$ cat src/srs_pkg.sv
// Types and constants of the range set
package srs_pkg;

  localparam int unsigned MAX_RANGES = 64;
  localparam int unsigned CNT_W      = $clog2(MAX_RANGES + 1);
  localparam int unsigned IDX_W      = $clog2(MAX_RANGES);
  localparam int unsigned PADDR_W    = 2;
  localparam logic [31:0] ALL_ONES   = 32'hFFFF_FFFF;

  typedef enum logic [1:0] {
    FUNC_ADD   = 2'd0,
    FUNC_TEST  = 2'd1,
    FUNC_NEXT  = 2'd2,
    FUNC_CLEAR = 2'd3
  } func_e;

  typedef enum logic [3:0] {
    ST_IDLE,
    ST_ADD,
    ST_CLEAR,
    ST_T_CHK,
    ST_T_CUR,
    ST_T_NXT,
    ST_B_CHK,
    ST_B_CMP,
    ST_N_CHK,
    ST_N_CMP,
    ST_DONE
  } state_e;

  typedef enum logic [3:0] {
    CMD_NONE,
    CMD_LOAD,
    CMD_ADD,
    CMD_CLEAR,
    CMD_RD_CUR,
    CMD_RD_NXT,
    CMD_CUR_INC,
    CMD_RD_MID,
    CMD_BS_LEFT,
    CMD_BS_RIGHT,
    CMD_FOUND_MID,
    CMD_SET_MEMBER,
    CMD_RD_IDX,
    CMD_N_STEP,
    CMD_N_HIT,
    CMD_N_END
  } cmd_e;

  typedef struct packed {
    cmd_e op;
  } srs_cmd_t;

  typedef struct packed {
    func_e func;
    logic  test_out;     // empty table or number outside first..last
    logic  gt_rd_high;
    logic  lt_rd_low;
    logic  in_rd;
    logic  cur_is_last;
    logic  bs_done;
    logic  n_exhausted;
    logic  idx_end;
    logic  cand_hit;
    logic  out_busy;
  } srs_stat_t;

endpackage

$ cat src/srs_ctrl.sv
// Sequencer for the range set operations
module srs_ctrl
  import srs_pkg::*;
(
  input  logic      clk_i,
  input  logic      rst_ni,
  input  logic      in_valid_i,
  output logic      in_ready_o,
  input  srs_stat_t stat_i,
  output srs_cmd_t  cmd_o,
  output logic      done_o
);

  state_e state_q, state_d;

  // state register
  always_ff @(posedge clk_i or negedge rst_ni) begin
    if (!rst_ni) begin
      state_q <= ST_IDLE;
    end else begin
      state_q <= state_d;
    end
  end

  assign in_ready_o = (state_q == ST_IDLE);
  assign done_o     = (state_q == ST_DONE);

  // next state and commands
  always_comb begin
    state_d   = state_q;
    cmd_o.op  = CMD_NONE;
    case (state_q)
      ST_IDLE: begin
        if (in_valid_i) begin
          cmd_o.op = CMD_LOAD;
          state_d  = ST_T_CHK;
        end
      end
      ST_T_CHK: begin
        // func is known only after the load
        case (stat_i.func)
          FUNC_ADD:   state_d = ST_ADD;
          FUNC_NEXT:  state_d = ST_N_CHK;
          FUNC_CLEAR: state_d = ST_CLEAR;
          default: begin
            if (stat_i.test_out) begin
              state_d = ST_DONE;
            end else begin
              cmd_o.op = CMD_RD_CUR;
              state_d  = ST_T_CUR;
            end
          end
        endcase
      end
      ST_ADD: begin
        cmd_o.op = CMD_ADD;
        state_d  = ST_DONE;
      end
      ST_CLEAR: begin
        cmd_o.op = CMD_CLEAR;
        state_d  = ST_DONE;
      end
      ST_T_CUR: begin
        if (stat_i.gt_rd_high) begin
          if (stat_i.cur_is_last) begin
            state_d = ST_DONE;
          end else begin
            cmd_o.op = CMD_RD_NXT;
            state_d  = ST_T_NXT;
          end
        end else if (stat_i.in_rd) begin
          cmd_o.op = CMD_SET_MEMBER;
          state_d  = ST_DONE;
        end else begin
          state_d = ST_B_CHK;
        end
      end
      ST_T_NXT: begin
        if (stat_i.lt_rd_low) begin
          state_d = ST_DONE;
        end else begin
          cmd_o.op = CMD_CUR_INC;
          state_d  = stat_i.in_rd ? ST_DONE : ST_B_CHK;
        end
      end
      ST_B_CHK: begin
        if (stat_i.bs_done) begin
          state_d = ST_DONE;
        end else begin
          cmd_o.op = CMD_RD_MID;
          state_d  = ST_B_CMP;
        end
      end
      ST_B_CMP: begin
        state_d = ST_B_CHK;
        if (stat_i.lt_rd_low) begin
          cmd_o.op = CMD_BS_LEFT;
        end else if (stat_i.gt_rd_high) begin
          cmd_o.op = CMD_BS_RIGHT;
        end else begin
          cmd_o.op = CMD_FOUND_MID;
          state_d  = ST_DONE;
        end
      end
      ST_N_CHK: begin
        if (stat_i.n_exhausted || stat_i.idx_end) begin
          cmd_o.op = CMD_N_END;
          state_d  = ST_DONE;
        end else begin
          cmd_o.op = CMD_RD_IDX;
          state_d  = ST_N_CMP;
        end
      end
      ST_N_CMP: begin
        if (stat_i.cand_hit) begin
          cmd_o.op = CMD_N_HIT;
          state_d  = ST_DONE;
        end else begin
          cmd_o.op = CMD_N_STEP;
          state_d  = ST_N_CHK;
        end
      end
      ST_DONE: begin
        // result register is loaded in the datapath once it is free
        if (!stat_i.out_busy) begin
          state_d = ST_IDLE;
        end
      end
      default: state_d = ST_IDLE;
    endcase
  end

endmodule

$ cat config.mk
export PLATFORM = sky130hd
export DESIGN_NAME = srs_ctrl
export DESIGN_NICKNAME = d
export VERILOG_FILES = /design/src/srs_pkg.sv /design/src/srs_ctrl.sv
export SDC_FILE = /design/constraint.sdc
export NUM_CORES = 1
export LEC_CHECK = 0
export ABC_CLOCK_PERIOD_IN_PS = 2110
export BUFFER_PORTS_ARGS = -buffer_cell sky130_fd_sc_hd__buf_2
export CORE_UTILIZATION = 40
export CTS_BUF_LIST = sky130_fd_sc_hd__clkbuf_4 sky130_fd_sc_hd__clkbuf_8 sky130_fd_sc_hd__clkbuf_16
export CTS_CLUSTER_DIAMETER = 150
export CTS_CLUSTER_SIZE = 8
export DETAILED_ROUTE_END_ITERATION = 8
export PLACE_DENSITY = 0.64
export SLEW_MARGIN = 40
export SYNTH_ARGS = -nofsm -noshare
export SYNTH_HDL_FRONTEND = slang
export SYNTH_SLANG_ARGS = --single-unit
$ cat constraint.sdc
create_clock -name clk_i -period 2.11 [get_ports clk_i]
set_clock_uncertainty 0.15 [all_clocks]
set_input_delay 0.1055 -clock clk_i [delete_from_list [all_inputs] [get_ports clk_i]]
set_output_delay 0.1055 -clock clk_i [all_outputs]
set_load 0.005 [all_outputs]
[Word-level counts from Yosys, hierarchy flattened]
Cells that the tools add are included.
Cells by class
  eq/ne operators: 14
  mux-type cells: 27
  reduce and logical (&&, ||, !) cells: 6
Operators with widths (count)
  one-hot mux 4 bit (10 select lines): 2
  two-way mux 4 bit: 12
  equality test 4 x 3 -> 1 bit, second input constant: 4
  two-way mux 3 bit: 5
  equality test 4 bit, second input constant: 3
  two-way mux 2 bit: 6
  one-hot mux 4 bit (3 select lines): 1
  equality test 4 x 2 -> 1 bit, second input constant: 2
  equality test 2 bit, second input constant: 2
  equality test 4 x 1 -> 1 bit, second input constant: 1
  zero test 4 bit: 1
  != test 2 bit, second input constant: 2
  OR reduction 3 bit: 1
  zero test 2 bit: 1
  AND reduction 2 bit: 1
  OR reduction 2 bit: 1
  logical OR 1 bit: 1
  two-way mux 1 bit: 1
Storage, ports and cells
  input port bits: 15
  output and inout bits: 6
  logic and storage cells: 48
  register bits: 4

[Logic depth before layout (Yosys ltp)]
Gate-level depths: netlist of the first run.
  word-level depth: 4
  depth in mapped cells: 6
  depth with buffers taken out: 4

[Worst setup path before layout of the first run]
No wires, ideal clock.
  path kind: register to output
  start: register state_q[3]
  end: output cmd_o[2] (netlist bit)
  cell stages (with the launch flop): 6
  data required time: 1.854 ns
  path slack: 0.427 ns
  arrival: 1.428 ns
  path buffers: 2
  cells stage by stage: dfrtp_1 > buf_6 > nand2b_4 > buf_6 > or4b_4 > a41oi_1
RTL lines
  from (decl): RTL line srs_ctrl.sv:14  | state_e state_q, state_d;
  from (signal assigned): RTL line srs_ctrl.sv:21  | state_q <= state_d;
  to (decl): RTL line srs_ctrl.sv:10  | output srs_cmd_t cmd_o,

==> results.json, run 1 <==
{
  "status": "completed",
  "firstDrtPassIters": 4,
  "fin_nets": 119,
  "fmax_mhz": 501,
  "synth.ff_latch_count": 4,
  "critPathMaxStageDelay_ps": 510,
  "rsz0062_at_grt": "false",
  "cts_tree": "built",
  "pre_cts_ws_ps": 326,
  "largest_reg_flops": 4,
  "via_count": 710,
  "fin_crit_ps": 2000,
  "ys_warn_count": 0,
  "period_share_pct": 94.7,
  "layout-drive-gt1-share_pct": 33.3,
  "cts_setup_buffers": 0,
  "reg_top3": "state_q x4",
  "grt_pass1_wl_um": 2680,
  "cp_slowest_cell": "or4b_4",
  "min_path_type": "in -> async",
  "setup_slack_ps": 113,
  "cp.arrival_ps": 1740,
  "drtIter0Drc": 27,
  "reg2reg_slack_ps": 480,
  "cp_cell_sequence": "nand2b_4 -> or4b_4 -> a41oi_1 -> buf_2",
  "io_buffers": 20,
  "htree_levels": 1,
  "gr-total-overflow": 0,
  "slew_headroom_pct": 73.2,
  "maxSlewViolCount": 0,
  "fillCellCount": 135,
  "end_kind": "output port",
  "yosysSeqAreaShare_pct": 17.4,
  "drcViolationCount": 0,
  "vias_per_cell": 6.07,
  "die_area_sq_mm": 0.00160,
  "syn_to_final_growth_pct": 24.9,
  "wl_per_cell_um": 14.1,
  "synth_edf_count": 0,
  "start_kind": "register",
  "die_x_um": 40.0,
  "syn_inst": 80,
  "final_util_pct": 54.7,
  "cts.sinks": 4,
  "synth_most_common_cell": "nor2_1",
  "tightestPinTransition_ps": 391,
  "finalSetupViolCount": 0,
  "start_util_pct": 43.8,
  "synth.top_cells.by_area": "dfrtp_1, nor2_1, a21oi_1",
  "yosysUniqueCellTypes": 38,
  "startpoint": "state_q[3]$_DFFE_PN0P_",
  "p_leak_uw": 0.000308,
  "antenna_found_initial": 0,
  "path_clk_slew_ps": 40,
  "root_buffer": "clkbuf_4",
  "synth_ff_type": "dfrtp_1",
  "globalRouteTotalUtil_pct": 25.0,
  "stdcell_count": 117,
  "insertion_delay_ps": 240,
  "final.setup.tns_ps": 0,
  "top_register": "state_q",
  "placedCellCount": 113,
  "syn-cell-area_sq_um": 577,
  "synth.largest_area_cell": "dfrtp_1",
  "synth_async_sr_flop_share_pct": 100,
  "crit_required_ps": 1850,
  "worstReg2RegEnd": "state_q[2]$_DFFE_PN0P_",
  "worst_r2r_path_depth": 3,
  "rows": 13,
  "die_height_um": 40.0,
  "syn_avg_cell_area_sq_um": 7.21,
  "drv_cap": 0,
  "synth_nets": 95,
  "fin_hold_ws_ps": 41.1,
  "cp_max_fo": 10,
  "gp_congestion": 0.968,
  "grt_max_degree": 18,
  "diodes": 0,
  "drtAntennaViolNets": 0,
  "io_pins": 21,
  "ir_worst_vdd_mv": 0.644,
  "grt_pass1_vias": 623,
  "place_hpwl_um": 1280,
  "clock_path_buffers": 2,
  "yosysTopAreaCellShare_pct": 17.4,
  "reg2reg_from": "state_q[3]$_DFFE_PN0P_",
  "routed_wl_um": 1650,
  "core_area_sq_mm": 0.00132,
  "synth_common_cells": "nor2_1, a21oi_1, nand2_1, nor3_1, o21ai_0",
  "path_class": "reg -> out",
  "numCtsBuffers": 3,
  "powerDensity_mw_per_mm2": 1260,
  "final_hold_viol_count": 0
}
## final cells by class
cell class	count	area, sq um	area share [%]
Multi-Input combinational cell	66	417	57.8
Timing Repair Buffer	26	148	20.5
Sequential cell	4	104	14.4
Clock buffer	3	22.5	3.13
Tap cell	15	18.8	2.60
Inverter	3	11.3	1.56
## worst max-delay path: cells and delay by family, from the launching register on
kind | cells | cell delay, ps
buf+inv | 1 | 140
simple gates | 2 | 710
compound gates | 1 | 190
flops | 1 | 460
## how the worst max path moves through the flow
stage | to | slack [ps] | cells past startpoint
6_report | cmd_o[2] | 110 | 4
2_1_floorplan | cmd_o[2] | 430 | 5
3_3_place_gp | cmd_o[2] | 320 | 4
3_5_place_dp | cmd_o[2] | 330 | 4
5_1_grt | cmd_o[0] | 40 | 5
4_1_cts | cmd_o[2] | 60 | 4
## repair_timing
action | in CTS | in global routing
hold buffers | 1 | 0
gates resized for setup | 0 | 3
endpoints found under the setup margin | 0 | 2
endpoints found under the hold margin | 4 | 0
## per-layer routing
layer | routed length [um] | global-route usage [%] | up-vias
li1 | - | - | 357
met5 | 0 | 0 | -
met2 | 748 | 37.1 | 31
met4 | 44 | 17.2 | 0
met3 | 89 | 2.78 | 4
met1 | 767 | 33.6 | 318
## cell families after synthesis
group / synth area share, %
compound gates: 33.6
flops: 17.4
mux: 1.74
buf+inv: 10.4
simple gates: 36.9
## through the flow
stage               instance area [sq um]  total power (uW)
global placement                      684               802
detailed placement                    684               801
global route                          721              1000
CTS                                   717               906
finish                                721               910
floorplan                             577               608
## layout by cell type, fill, tap and decap left out, drive strengths merged, types with 2 or more instances in the layout
cell type  netlist  final
nor2             9      9
dfrtp            4      4
inv              3      3
o21ai            6      6
o221ai           2      2
nor3b            2      2
a211oi           2      2
buf              6     25
nor2b            3      3
nand2            5      5
a21oi            5      5
nand2b           3      3
nand3            2      2
o211ai           2      2
clkbuf           1      3
nor3             5      5
nor4             3      3
## power breakdown
group | internal [uW] | total (uW) | switching [uW] | leakage, uW
clock network | 63.9 | 99.0 | 35.1 | 0.0000138
logic | 307 | 601 | 294 | 0.000248
registers | 112 | 210 | 97.8 | 0.0000466
Power figures use the tool's default switching activity.
==> run 2: changes to the inputs <==
RECOVER_POWER = 50   (was unset)
SETUP_SLACK_MARGIN = 0.05   (was unset)
==> run 2 against run 1 <==
Against the previous run: highest routed layer unchanged; non-clock buffer count up 2; clock-buffer cell count stayed put; sequential share of layout area is 0.27 points lower; core utilization is 1.0 points higher; fmax up 2.6%; sequential power shrank 6%; critical path type unchanged; clock power is essentially flat; worst hold slack improved by 1.1 ps; routed wire length is 1.8% higher; setup slack gained 50 ps; sequential cell count did not move; combinational power rose by 7.8%.
==> results.json, run 2 (same netlist as run 1, synthesis figures left out) <==
{
  "rsz0062_at_grt": "false",
  "gr-total-overflow": 0,
  "wl_per_cell_um": 14.1,
  "status": "completed",
  "end_kind": "output port",
  "path_class": "reg -> out",
  "internal_power_uw": 509,
  "die_height_um": 40.0,
  "path_delay_family": "simple AND/OR/NAND/NOR gates",
  "insertion_delay_ps": 240,
  "critPathMaxStageDelay_ps": 510,
  "cp.arrival_ps": 1690,
  "io_buffers": 20,
  "routed_wl_um": 1680,
  "combPwrFrac_pct": 68.6,
  "drtIter0Drc": 27,
  "final_util_pct": 55.7,
  "final.setup.tns_ps": 0,
  "start_kind": "register",
  "power.share.sequential_pct": 20.9,
  "drtAntennaViolNets": 0,
  "crit_required_ps": 1850,
  "syn_to_final_growth_pct": 27.3,
  "grt_max_degree": 18,
  "cp_cell_sequence": "nand2b_4 -> or4b_4 -> a41oi_1 -> buf_2",
  "final_common_cell": "buf_2",
  "fin_hold_ws_ps": 42.2,
  "start_util_pct": 43.8,
  "slew_headroom_pct": 73.3,
  "cts.sinks": 4,
  "finalSetupViolCount": 0,
  "min_path_type": "in -> reg",
  "powerDensity_mw_per_mm2": 1290,
  "die_x_um": 40.0,
  "drcViolationCount": 0,
  "clock_path_buffers": 2,
  "grt_pass1_wl_um": 2680,
  "reg_top3": "state_q x4",
  "cp_max_fo": 8,
  "diodes": 0,
  "maxSlewViolCount": 0,
  "switching_share_pct": 46.2,
  "cp_slowest_cell": "or4b_4",
  "final_cell_mix": "buf_2, nor2_1, buf_4",
  "core_area_sq_mm": 0.00132,
  "fmax_mhz": 514,
  "globalRouteTotalUtil_pct": 25.0,
  "fin_crit_ps": 1950,
  "p_clk_share_pct": 10.5,
  "stdcell_count": 119,
  "period_share_pct": 92.3,
  "ir_worst_vdd_mv": 0.714,
  "antenna_found_initial": 0,
  "layout-drive-gt1-share_pct": 33.7,
  "numCtsBuffers": 3,
  "via_count": 719,
  "firstDrtPassIters": 4,
  "final_hold_viol_count": 0,
  "cts_tree": "built",
  "cp_num_buf_inv": 1,
  "htree_levels": 1,
  "tightestPinTransition_ps": 390,
  "top_register": "state_q",
  "drv_cap": 0,
  "vias_per_cell": 6.04,
  "path_clk_slew_ps": 40,
  "gp_congestion": 0.968,
  "placedCellCount": 113,
  "die_area_sq_mm": 0.00160,
  "fin_nets": 121,
  "place_hpwl_um": 1280,
  "p_sw_uw": 436,
  "largest_reg_flops": 4,
  "p_leak_uw": 0.000316,
  "io_pins": 21,
  "root_buffer": "clkbuf_4",
  "rows": 13,
  "grt_pass1_vias": 623
}
[run 2: changes by cell type in the layout (fill, tap and decap cells not counted), sizes merged]
cell | previous run | this run
buf | 25 | 26
clkbuf | 3 | 4
[run 2: per-layer routing]
layer,vias to the layer above,track usage [%],share of wire (%)
met1,317,33.6,45
met2,37,37.1,47
met5,-,0,0
met3,4,2.78,6.0
li1,361,-,-
met4,0,17.2,2.6
[run 2: stage by stage]
step	power, uW	setup slack, ps	area, sq um
after global placement	802	315	684
after global routing	1040	95.2	734
after CTS	906	64.2	717
final	945	163	734
after floorplan	608	427	577
after detailed placement	801	326	684
[run 2: path summary, 6_finish.rpt]
path	startpoint	end	slack [ps]	depth (start not counted)
min in group asynchronous	rst_ni	state_q[0]$_DFFE_PN0P_	70	2
max in group asynchronous	rst_ni	state_q[1]$_DFFE_PN0P_	1550	2
worst min register to register	state_q[1]$_DFFE_PN0P_	state_q[3]$_DFFE_PN0P_	540	1
worst max register to register	state_q[0]$_DFFE_PN0P_	state_q[1]$_DFFE_PN0P_	470	4
worst min-delay path	stat_i[6]	state_q[2]$_DFFE_PN0P_	40	2
worst max-delay path	state_q[3]$_DFFE_PN0P_	cmd_o[2]	160	4
[run 2: cell type report]
cell class	instances	area (sq um)
tap	15	18.8
timing repair buffer	28	161
multi-input combinational	66	417
fill	134	583
sequential	4	104
clock buffer	3	22.5
inverter	3	11.3
[run 2: power groups by stage]
stage	logic [uW]	clock network (uW)	registers [uW]
after CTS	600	102	204
after global routing	722	108	208
after detailed placement	595	0	206
final	648	99.1	198
after global placement	597	0	205
after floorplan	476	0	132
[run 2: what timing repair did]
| item | CTS | global route |
|---|---|---|
| hold endpoints to repair | 4 | 0 |
| resized for setup | 0 | 4 |
| setup buffers | 0 | 2 |
| hold buffers | 1 | 0 |
| setup endpoints to repair | 0 | 2 |
