### src/srs_pkg.sv
// Types and constants of the range set
package srs_pkg;

  localparam int unsigned MAX_RANGES = 64;
  localparam int unsigned CNT_W      = $clog2(MAX_RANGES + 1);
  localparam int unsigned IDX_W      = $clog2(MAX_RANGES);
  localparam int unsigned PADDR_W    = 2;
  localparam logic [31:0] ALL_ONES   = 32'hFFFF_FFFF;

  typedef enum logic [1:0] {
    FUNC_ADD   = 2'd0,
    FUNC_TEST  = 2'd1,
    FUNC_NEXT  = 2'd2,
    FUNC_CLEAR = 2'd3
  } func_e;

  typedef enum logic [3:0] {
    ST_IDLE,
    ST_ADD,
    ST_CLEAR,
    ST_T_CHK,
    ST_T_CUR,
    ST_T_NXT,
    ST_B_CHK,
    ST_B_CMP,
    ST_N_CHK,
    ST_N_CMP,
    ST_DONE
  } state_e;

  typedef enum logic [3:0] {
    CMD_NONE,
    CMD_LOAD,
    CMD_ADD,
    CMD_CLEAR,
    CMD_RD_CUR,
    CMD_RD_NXT,
    CMD_CUR_INC,
    CMD_RD_MID,
    CMD_BS_LEFT,
    CMD_BS_RIGHT,
    CMD_FOUND_MID,
    CMD_SET_MEMBER,
    CMD_RD_IDX,
    CMD_N_STEP,
    CMD_N_HIT,
    CMD_N_END
  } cmd_e;

  typedef struct packed {
    cmd_e op;
  } srs_cmd_t;

  typedef struct packed {
    func_e func;
    logic  test_out;     // empty table or number outside first..last
    logic  gt_rd_high;
    logic  lt_rd_low;
    logic  in_rd;
    logic  cur_is_last;
    logic  bs_done;
    logic  n_exhausted;
    logic  idx_end;
    logic  cand_hit;
    logic  out_busy;
  } srs_stat_t;

endpackage

### src/srs_dpath.sv
// Range tables, set state and result register
module srs_dpath
  import srs_pkg::*;
(
  input  logic        clk_i,
  input  logic        rst_ni,
  input  logic        merge_i,
  input  srs_cmd_t    cmd_i,
  input  logic        done_i,
  output srs_stat_t   stat_o,
  input  logic [1:0]  func_i,
  input  logic [31:0] number_i,
  input  logic        member_flag_i,
  output logic        out_valid_o,
  input  logic        out_ready_i,
  output logic        is_member_o,
  output logic [31:0] next_value_o,
  output logic        end_reached_o,
  output logic        overflow_o,
  output logic [31:0] first_value_o,
  output logic [31:0] last_value_o,
  output logic [31:0] first_gap_o
);

  logic [31:0] mem_low  [MAX_RANGES];
  logic [31:0] mem_high [MAX_RANGES];

  logic [1:0]       func_q;
  logic [31:0]      num_q, last_q, cand_q;
  logic             inc_q;
  logic [CNT_W-1:0] count_q, bs_lo_q, bs_hi_q, idx_q;
  logic [IDX_W-1:0] cur_q, mid_q;
  logic [31:0]      first_low_q, first_high_q, last_high_q;
  logic [31:0]      rd_low_q, rd_high_q;
  logic             member_q, endr_q, ovf_q;
  logic [31:0]      nextv_q;
  logic             out_valid_q;

  // read port and write port controls
  logic             rd_en;
  logic [IDX_W-1:0] rd_addr;
  logic             wr_low, wr_high;
  logic [IDX_W-1:0] wr_addr;

  logic [CNT_W:0]   mid_sum;
  logic [CNT_W-1:0] cur_ext;
  logic [31:0]      cand_raised;

  // add decode
  logic        add_repeat, add_skip, add_fresh, add_full, add_write;
  logic [31:0] add_prev;

  assign mid_sum     = {1'b0, bs_lo_q} + {1'b0, bs_hi_q};
  assign cur_ext     = CNT_W'(cur_q);
  assign cand_raised = (cand_q < rd_low_q) ? rd_low_q : cand_q;

  always_comb begin
    add_repeat = inc_q && (num_q == last_q) && (count_q != '0) && (last_high_q == num_q);
    add_skip   = (num_q > last_q) && !inc_q;
    add_prev   = ((num_q > last_q) && !merge_i) ? num_q - 32'd1 : last_q;
    add_fresh  = (count_q == '0) || (last_high_q < add_prev) || (num_q <= add_prev);
    add_full   = add_fresh && (count_q == CNT_W'(MAX_RANGES));
    add_write  = (cmd_i.op == CMD_ADD) && !add_repeat && !add_skip && !add_full;
  end

  // memory port selection
  always_comb begin
    rd_en   = 1'b0;
    rd_addr = cur_q;
    case (cmd_i.op)
      CMD_RD_CUR: rd_en = 1'b1;
      CMD_RD_NXT: begin
        rd_en   = 1'b1;
        rd_addr = cur_q + IDX_W'(1);
      end
      CMD_RD_MID: begin
        rd_en   = 1'b1;
        rd_addr = mid_sum[IDX_W:1];
      end
      CMD_RD_IDX: begin
        rd_en   = 1'b1;
        rd_addr = idx_q[IDX_W-1:0];
      end
      default: rd_en = 1'b0;
    endcase
    wr_low  = add_write && add_fresh;
    wr_high = add_write;
    wr_addr = add_fresh ? count_q[IDX_W-1:0] : IDX_W'(count_q - CNT_W'(1));
  end

  // range tables
  always_ff @(posedge clk_i) begin
    if (wr_low) begin
      mem_low[wr_addr] <= num_q;
    end
    if (wr_high) begin
      mem_high[wr_addr] <= num_q;
    end
    if (rd_en) begin
      rd_low_q  <= mem_low[rd_addr];
      rd_high_q <= mem_high[rd_addr];
    end
  end

  // transaction fields and scratch registers
  always_ff @(posedge clk_i) begin
    case (cmd_i.op)
      CMD_LOAD: begin
        func_q   <= func_i;
        num_q    <= number_i;
        inc_q    <= member_flag_i;
        member_q <= 1'b0;
        nextv_q  <= '0;
        endr_q   <= 1'b0;
        ovf_q    <= 1'b0;
        bs_lo_q  <= '0;
        bs_hi_q  <= count_q;
        cand_q   <= last_q + 32'd1;
        idx_q    <= cur_ext;
      end
      CMD_ADD:        ovf_q <= add_full && !add_repeat && !add_skip;
      CMD_RD_MID:     mid_q <= mid_sum[IDX_W:1];
      CMD_BS_LEFT:    bs_hi_q <= CNT_W'(mid_q);
      CMD_BS_RIGHT:   bs_lo_q <= CNT_W'(mid_q) + CNT_W'(1);
      CMD_FOUND_MID:  member_q <= 1'b1;
      CMD_SET_MEMBER: member_q <= 1'b1;
      CMD_CUR_INC:    member_q <= stat_o.in_rd;
      CMD_N_STEP: begin
        cand_q <= cand_raised;
        idx_q  <= idx_q + CNT_W'(1);
      end
      CMD_N_HIT:      nextv_q <= cand_raised;
      CMD_N_END:      endr_q <= 1'b1;
      default: ;
    endcase
  end

  // set state
  always_ff @(posedge clk_i or negedge rst_ni) begin
    if (!rst_ni) begin
      count_q <= '0;
      last_q  <= '0;
      cur_q   <= '0;
    end else begin
      case (cmd_i.op)
        CMD_CLEAR: begin
          count_q <= '0;
          last_q  <= '0;
          cur_q   <= '0;
        end
        CMD_ADD: begin
          if (add_skip && !add_repeat) begin
            last_q <= num_q;
          end else if (add_write) begin
            last_q <= num_q;
            if (add_fresh) begin
              count_q <= count_q + CNT_W'(1);
            end
          end
        end
        CMD_CUR_INC:   cur_q <= cur_q + IDX_W'(1);
        CMD_FOUND_MID: cur_q <= mid_q;
        CMD_N_HIT: begin
          cur_q  <= idx_q[IDX_W-1:0];
          last_q <= cand_raised;
        end
        CMD_N_END:     last_q <= ALL_ONES;
        default: ;
      endcase
    end
  end

  // copies of the first and last range ends for the summary fields
  always_ff @(posedge clk_i) begin
    if (add_write) begin
      last_high_q <= num_q;
      if (add_fresh && (count_q == '0)) begin
        first_low_q  <= num_q;
        first_high_q <= num_q;
      end else if (!add_fresh && (count_q == CNT_W'(1))) begin
        first_high_q <= num_q;
      end
    end
  end

  // status toward the sequencer
  always_comb begin
    stat_o.func        = func_e'(func_q);
    stat_o.test_out    = (count_q == '0) || (num_q < first_low_q) || (num_q > last_high_q);
    stat_o.gt_rd_high  = num_q > rd_high_q;
    stat_o.lt_rd_low   = num_q < rd_low_q;
    stat_o.in_rd       = (num_q >= rd_low_q) && (num_q <= rd_high_q);
    stat_o.cur_is_last = (cur_ext + CNT_W'(1)) >= count_q;
    stat_o.bs_done     = bs_lo_q >= bs_hi_q;
    stat_o.n_exhausted = last_q == ALL_ONES;
    stat_o.idx_end     = idx_q >= count_q;
    stat_o.cand_hit    = cand_raised <= rd_high_q;
    stat_o.out_busy    = out_valid_q && !out_ready_i;
  end

  // result register
  always_ff @(posedge clk_i or negedge rst_ni) begin
    if (!rst_ni) begin
      out_valid_q <= 1'b0;
    end else if (done_i && !stat_o.out_busy) begin
      out_valid_q <= 1'b1;
    end else if (out_ready_i) begin
      out_valid_q <= 1'b0;
    end
  end

  always_ff @(posedge clk_i) begin
    if (done_i && !stat_o.out_busy) begin
      is_member_o   <= member_q;
      next_value_o  <= nextv_q;
      end_reached_o <= endr_q;
      overflow_o    <= ovf_q;
      first_value_o <= (count_q != '0) ? first_low_q : '0;
      last_value_o  <= (count_q != '0) ? last_high_q : '0;
      first_gap_o   <= ((count_q != '0) && (first_low_q == 32'd1)) ?
                       first_high_q + 32'd1 : 32'd1;
    end
  end

  assign out_valid_o = out_valid_q;

endmodule

### config.mk
export PLATFORM = sky130hd
export DESIGN_NAME = srs_dpath
export DESIGN_NICKNAME = d
export VERILOG_FILES = /design/src/srs_pkg.sv /design/src/srs_dpath.sv
export SDC_FILE = /design/constraint.sdc
export NUM_CORES = 2
export LEC_CHECK = 0
export BUFFER_PORTS_ARGS = -buffer_cell sky130_fd_sc_hd__buf_2
export CORE_MARGIN = 2
export CORE_UTILIZATION = 23
export DETAILED_ROUTE_END_ITERATION = 6
export PLACE_DENSITY_LB_ADDON = 0.12
export SLEW_MARGIN = 20
export SYNTH_ARGS = -nofsm -noshare
export SYNTH_HDL_FRONTEND = slang
export SYNTH_SLANG_ARGS = --single-unit
### constraint.sdc
create_clock -name clk_i -period 14.85 [get_ports clk_i]
set_clock_uncertainty 0.05 [all_clocks]
set_input_delay 2.2275 -clock clk_i [delete_from_list [all_inputs] [get_ports clk_i]]
set_output_delay 2.2275 -clock clk_i [all_outputs]
set_load 0.1 [all_outputs]
# Word-level counts from Yosys, hierarchy flattened
# Memory sizes are Yosys's and may differ from the RTL's. A register that Yosys moved wholly into a read port is not among the register bits.
# Index checks and enable logic that the tools add are counted.
# op_classes
reduce_logical	51
add_sub_neg	10
order_cmp	14
n_eq_ne	25
mux	29
# ops
op	n
2-to-1 mux 32 bit	6
< comparator 32 bit	4
one-hot mux 32 bit (2 select lines)	2
one-hot mux 32 bit (4 select lines)	1
> comparator 32 bit	3
less-or-equal comparator 32 bit	3
adder 32 x 1 -> 32 bit, second input constant	2
== test 32 bit	2
one-hot mux 7 bit (2 select lines)	4
== test 32 x 1 -> 1 bit, second input constant	1
== test 32 bit, second input constant	1
== test 4 bit, second input constant	8
greater-or-equal comparator 32 bit	1
subtractor 32 x 1 -> 32 bit, second input constant	1
one-hot mux 6 bit (4 select lines)	1
greater-or-equal comparator 7 bit	3
2-to-1 mux 7 bit	3
logical AND 1 bit	19
one-hot mux 6 bit (3 select lines)	1
nonzero test 2 bit	9
== test 4 x 3 -> 1 bit, second input constant	4
adder 6 x 1 -> 7 bit, second input constant	2
adder 7 x 1 -> 7 bit, second input constant	2
== test 4 x 2 -> 1 bit, second input constant	2
other kinds (22)	44
# totals
mem_count	2
out_inout_bits	144
wordCells	157
register_bits	402
input_bits	44
ramBits	4096
# memory_table
name	words	word_bits	rd	rd_clocked_by_memory_dff	write_ports	line_no	rtl
mem_high	64	32	1	1	1	srs_dpath.sv:26	logic [31:0] mem_high [MAX_RANGES];
mem_low	64	32	1	1	1	srs_dpath.sv:25	logic [31:0] mem_low [MAX_RANGES];

# Longest topological paths before layout
# depth
word_depth	12
depth_mapped	27

# Worst setup path after synthesis
# No wires, ideal clock.
# synth_path
path_kind	flip-flop to flip-flop
from	register num_q[23]
to	memory mem_low[0][0], enable pin
required_time_ns	14.299
synth_period_minus_slack_ns	10.819
path_stages_with_launch	24
slack_ns	4.031
setup_time_ns	0.501
arrival_ns	10.267
cell_sequence	edfxtp_1 -> ha_1 -> nand4_1 -> or3_1 -> or4_4 -> nor4_4 -> nor2_2 -> nand2_2 -> buf_1 -> nand2_1 -> o21ai_0 -> ha_1 -> and4_1 -> a221o_1 -> a31oi_1 -> o21ai_0 -> or4_1 -> or2_2 -> a221o_1 -> buf_4 -> a21oi_4 -> o21ai_2 -> buf_2 -> nor4_1
# synth_via
elab_chain_len	12
# synth_rtl
element	line_no	rtl
start: declaration	srs_dpath.sv:29	logic [31:0] num_q, last_q, cand_q;
start signal: assignment	srs_dpath.sv:110	num_q <= number_i;
> comparator 32 bit	srs_dpath.sv:59, srs_dpath.sv:60	
logical AND 1 bit	srs_dpath.sv:60	add_prev = ((num_q > last_q) && !merge_i) ? num_q - 32'd1 : last_q;
2-to-1 mux 32 bit	srs_dpath.sv:60	
< comparator 32 bit	srs_dpath.sv:61	add_fresh = (count_q == '0) || (last_high_q < add_prev) || (num_q <= add_prev);
logical OR 1 bit (2 in series)	srs_dpath.sv:61	
logical AND 1 bit	srs_dpath.sv:62	add_full = add_fresh && (count_q == CNT_W'(MAX_RANGES));
zero test 1 bit	srs_dpath.sv:63	add_write = (cmd_i.op == CMD_ADD) && !add_repeat && !add_skip && !add_full;
logical AND 1 bit	srs_dpath.sv:63	
logical AND 1 bit	srs_dpath.sv:86	wr_low = add_write && add_fresh;
2-to-1 mux 1 bit	srs_dpath.sv:93	if (wr_low) begin
2-to-1 mux 1 bit (not written as such)	srs_dpath.sv:94	mem_low[wr_addr] <= num_q;
end: declaration	srs_dpath.sv:25	
# Parallel ways exist; a longest one is shown, timed or not.

# Worst setup path in the final report
# layout_path
from	register num_q[0]
to	memory mem_low[45][23], enable pin
# The elaborated chain is that of the path after synthesis.

==> results.txt <==
* Summed negative setup slack over all endpoints: 0 ps
- Dominant cell type by count on the critical path: buf_4
* Height of the die: 900 um
* Outcome: complete, but fails checks
* Global-route wire length before repair: 882 mm
- Combined area of the multi-input logic cells: 46,400 um^2
* Maximum single-stage delay on the critical path: 830 ps
* Routed wire length: 645 mm
- Of all nets on the critical path, the largest fanout is between 40 and 50.
- The number of buffers and inverters on the critical path is 4.
* Share of power burned in registers: around 43%
- Global routing finished with a remaining overflow of 0.
* Top FF cell, synth: edfxtp_1
- Kind of capture point of the worst setup path: flop
- After synthesis the netlist holds a flip-flop and latch count of between 4,000 and 5,000.
- The setup path with the least slack is of type reg2reg.
- Pin count of the biggest net entering global routing: between 100 and 150
- Leakage power: 68.3 nW
- Wire per inst: 30.3 um
- Synthesis-to-layout area growth: 18.3%
* Maximum capacitance violations: 0
- Number of I/O pins: 188
- The worst hold path belongs to the class reg2reg.
- For the pin with the worst max-slew slack, the measured transition is 1240 ps.
* Switching power: 9.67 mW
* Final worst path period share: between 60 and 70%
- Number of distinct library cell variants in the gate-level netlist after synthesis: 80
* Final standard cell count with taps included and fillers excluded: 21,300
* Number of synthesized flops with an enable pin: 4,516
- Initial drt markers: 9,626
* Summed instance area of the synthesized netlist: 185,000 um^2
- Cell area power density: 153 nW/um^2
- Via count of the first global-routing pass: 103,000
* Final instance area: 219,000 um^2
* Required time worst endpoint: around 15,000 ps
- Worst setup slack after placement: 4970 ps
- Across the whole layout, storage elements account for 137,000 um^2.
- No sink is reached through more buffers than the 4 on the longest clock path.
- The filler cells instantiated in the layout total around 80,000.
- Row generation in the floorplan step produced 329 rows.
- Starting density of the core: 23.0%
* Clock buffer count from CTS: 531
* Root cell of the clock tree: clkbuf_16
* Number of warning messages in the yosys log: 0
* Antenna violations before repair: ~60
* H-tree depth: 6
* Number of nets with antenna violations after detailed routing: 0
- Setup repair after global routing left no endpoint under its margin.
* Signal arrival time at the worst endpoint: about 11,000 ps
* Average via count per standard cell: 4.59
- Nature of the critical path startpoint: flop
- Total iterations of the first detailed-routing run: 7
* Final Max Tran Viols: 0
* Detailed placement HPWL: 378 mm
* Peak VDD IR: 0.145 mV
- Net switching is 29.0% of the power.
* Part of the power in combinational logic: 18.2%
- Via Count: 97,600
* Top cell family by delay on the critical path: simple AND/OR/NAND/NOR gates
* Floorplan die area: 810,000 um^2
- The final count of hold timing violations was 0.
- In this run, post-CTS repair resized a total of 0 instances.
* GRT Overall Usage: 15.5%
- Including well taps, the total number of placed cells is 20,300.
* Core Area: 801,000 um^2
* Number of sinks handled by clock tree synthesis: around 4,600
* Syn Inst Count: 9,708
- The die is 900 um wide.
- Post-layout worst setup margin: 4910 ps
- Fraction of final layout cells with drive strength greater than 1: 23.9%
- In this run the tool buffered the top-level ports with 187 buffer cells.
* Mean instance size in the synthesized netlist: about 19 um^2
- TritonCTS built the clock tree.
- Cell-internal power: 23.7 mW
- Post-CTS timing repair inserted 0 buffers for setup.
- Final-report setup violation count: 0
- Relative contribution of the clock network to total power: 38.7%
- Post-Synthesis Net Count: 10,100
- Sequential fraction of the synthesis area: 74.0%
- Headroom to the max-slew limit came out at 16.5%.
- Number of remaining DRC errors: 16
* Fmax: 101 MHz
- Summing all placed instances gives a cell area of between 200,000 and 250,000 um^2.
- Violated checks: design-rule violations
- Subtracting the final worst setup slack from the clock period gives about 9900 ps.
* Total Power: 33.4 mW
- Number of buffers inserted by hold repair at cts: 0
- The final layout contains 10,600 nets.
- The congestion estimate from routability-driven global placement came to 0.826.
* Slowest-stage cell, CP: nand3_1
- Async S/R FF share, synth: 1.01%
- At the later pin of the worst-skew pair, clock insertion delay measures 1070 ps.
* Clk slew on worst S/H paths: 60 ps
==> cell usage after synthesis (5+ instances only) <==
| master | n | area share [%] |
|---|---|---|
| inv_1 | 233 | 0.47 |
| nand2b_1 | 36 | 0.12 |
| a311oi_1 | 129 | 0.61 |
| o31ai_1 | 5 | 0.020 |
| or3_1 | 11 | 0.037 |
| edfxtp_1 | 4516 | 73 |
| nand4_1 | 64 | 0.22 |
| a31oi_1 | 202 | 0.68 |
| a221oi_1 | 5 | 0.024 |
| nand2_1 | 666 | 1.4 |
| nor2b_1 | 35 | 0.12 |
| o21a_1 | 17 | 0.069 |
| nor3_1 | 48 | 0.13 |
| buf_6 | 6 | 0.037 |
| xor2_1 | 46 | 0.22 |
| clkbuf_1 | 410 | 0.83 |
| xnor2_1 | 56 | 0.27 |
| and3_1 | 21 | 0.071 |
| o21ai_1 | 11 | 0.030 |
| a21oi_1 | 330 | 0.89 |
| nand3_1 | 77 | 0.21 |
| a21boi_0 | 8 | 0.033 |
| buf_4 | 7 | 0.028 |
| mux2_2 | 20 | 0.12 |
| mux2i_1 | 38 | 0.21 |
| nor4_1 | 31 | 0.11 |
| a211oi_1 | 372 | 1.5 |
| and4_1 | 11 | 0.052 |
| dfrtp_1 | 46 | 0.62 |
| or2_2 | 5 | 0.017 |
| a21o_1 | 55 | 0.22 |
| a22o_1 | 26 | 0.12 |
| buf_1 | 12 | 0.024 |
| a22oi_1 | 6 | 0.024 |
| nor2_1 | 186 | 0.38 |
| mux4_2 | 1024 | 12 |
| a221o_1 | 6 | 0.033 |
| o21ai_0 | 163 | 0.44 |
| ha_1 | 319 | 2.2 |
| buf_2 | 121 | 0.33 |
| and2_1 | 265 | 0.90 |
==> registers in the layout (all words and copies together) (netlist names), 2 cells and up <==
name and count:
mem_high 2048, cur_q 6, next_value_o 32, mid_q 6, last_value_o 32, last_high_q 32, first_low_q 32, mem_low 2048
num_q 32, bs_hi_q 7, func_q 2, idx_q 7, count_q 7, cand_q 32, last_q 32, nextv_q 32
rd_low_q 32, first_gap_o 32, first_high_q 32, rd_high_q 32, first_value_o 32, bs_lo_q 7
==> cell families (layout without fill, tap and decap cells) <==
kind of cell    count (synthesis)  count (layout)  synth area share (%)
flops                        4562            4562                  74.0
xor+xnor                      102             102                 0.484
buf+inv                       792            1756                  1.73
other cells                     0              13                     0
compound gates               1375            1375                  4.95
mux                          1082            1082                  12.8
fa+ha+maj                     321             321                  2.18
simple gates                 1474            1474                  3.80
==> path summary, 6_finish.rpt <==
| path | from | to | slack [ps] | cells past startpoint |
|---|---|---|---|---|
| max | num_q[0] | mem_low[45][23] | 4910 | 25 |
| min | nextv_q[28] | next_value_o[28] | 380 | 0 |
| max reg2reg | num_q[0] | mem_low[45][23] | 4910 | 25 |
| min reg2reg | nextv_q[28] | next_value_o[28] | 380 | 0 |
| max in group asynchronous | rst_ni | count_q[5] | 12780 | 2 |
| min in group asynchronous | rst_ni | out_valid_o | 1260 | 2 |
==> power groups by stage <==
stage	logic, mW	registers [mW]	clock network (mW)
floorplan	3.21	14.9	0
finish	6.06	14.4	12.9
detailed placement	6.23	14.7	0
global placement	6.23	14.7	0
CTS	6.24	14.4	13.3
global route	6.44	14.4	13.8
==> cell usage in the layout, fill, tap and decap left out, types with 42 or more instances in the layout <==
cell       netlist  routed
a21o_1          55      54
a21oi_4          1      48
edfxtp_1      4516    4516
buf_4            7     343
a211oi_4         1      47
xor2_1          46      46
nand2_1        666     664
nor3_1          48      42
a311oi_1       129     126
and2_1         265     263
a31oi_1        202     200
xnor2_1         56      56
nand4_1         64      64
nor2_1         186     150
clkbuf_1       410     130
dfrtp_1         46      45
inv_1          233     231
a21oi_1        330     282
o21ai_0        163     162
mux4_2        1024    1024
a211oi_1       372     314
clkinv_1         3      98
clkinv_2         0      83
nand3_1         77      75
ha_1           319     319
clkbuf_16        0     550
buf_2          121     187
==> metrics by stage <==
stage | hold slack [ps] | util, %
6_report | 376 | 27.3
5_1_grt | 395 | 27.3
4_1_cts | 377 | 27.3
3_5_place_dp | 358 | 25.2
3_3_place_gp | 366 | 25.1
2_1_floorplan | 350 | -
==> metal layers <==
metal,share of wire (%),wire (um),GRT usage (%)
met2,49,318000,26.6
met1,44,283000,20.9
met3,4.6,29500,2.06
met5,0.0020,13,0
met4,2.3,14700,3.27
==> layout make-up <==
| type | count | share of cell area [%] |
|---|---|---|
| diodes | 13 | 0.0149 |
| clock buffers | 682 | 6.53 |
| clock inverters | 266 | 1.17 |
| inverters | 236 | 0.405 |
| multi-input cells | 4354 | 21.3 |
| flip-flops and latches | 4562 | 62.6 |
| well taps | 10600 | 6.06 |
| repair buffers | 572 | 1.99 |
No activity file was read; power rests on OpenSTA's default activity.
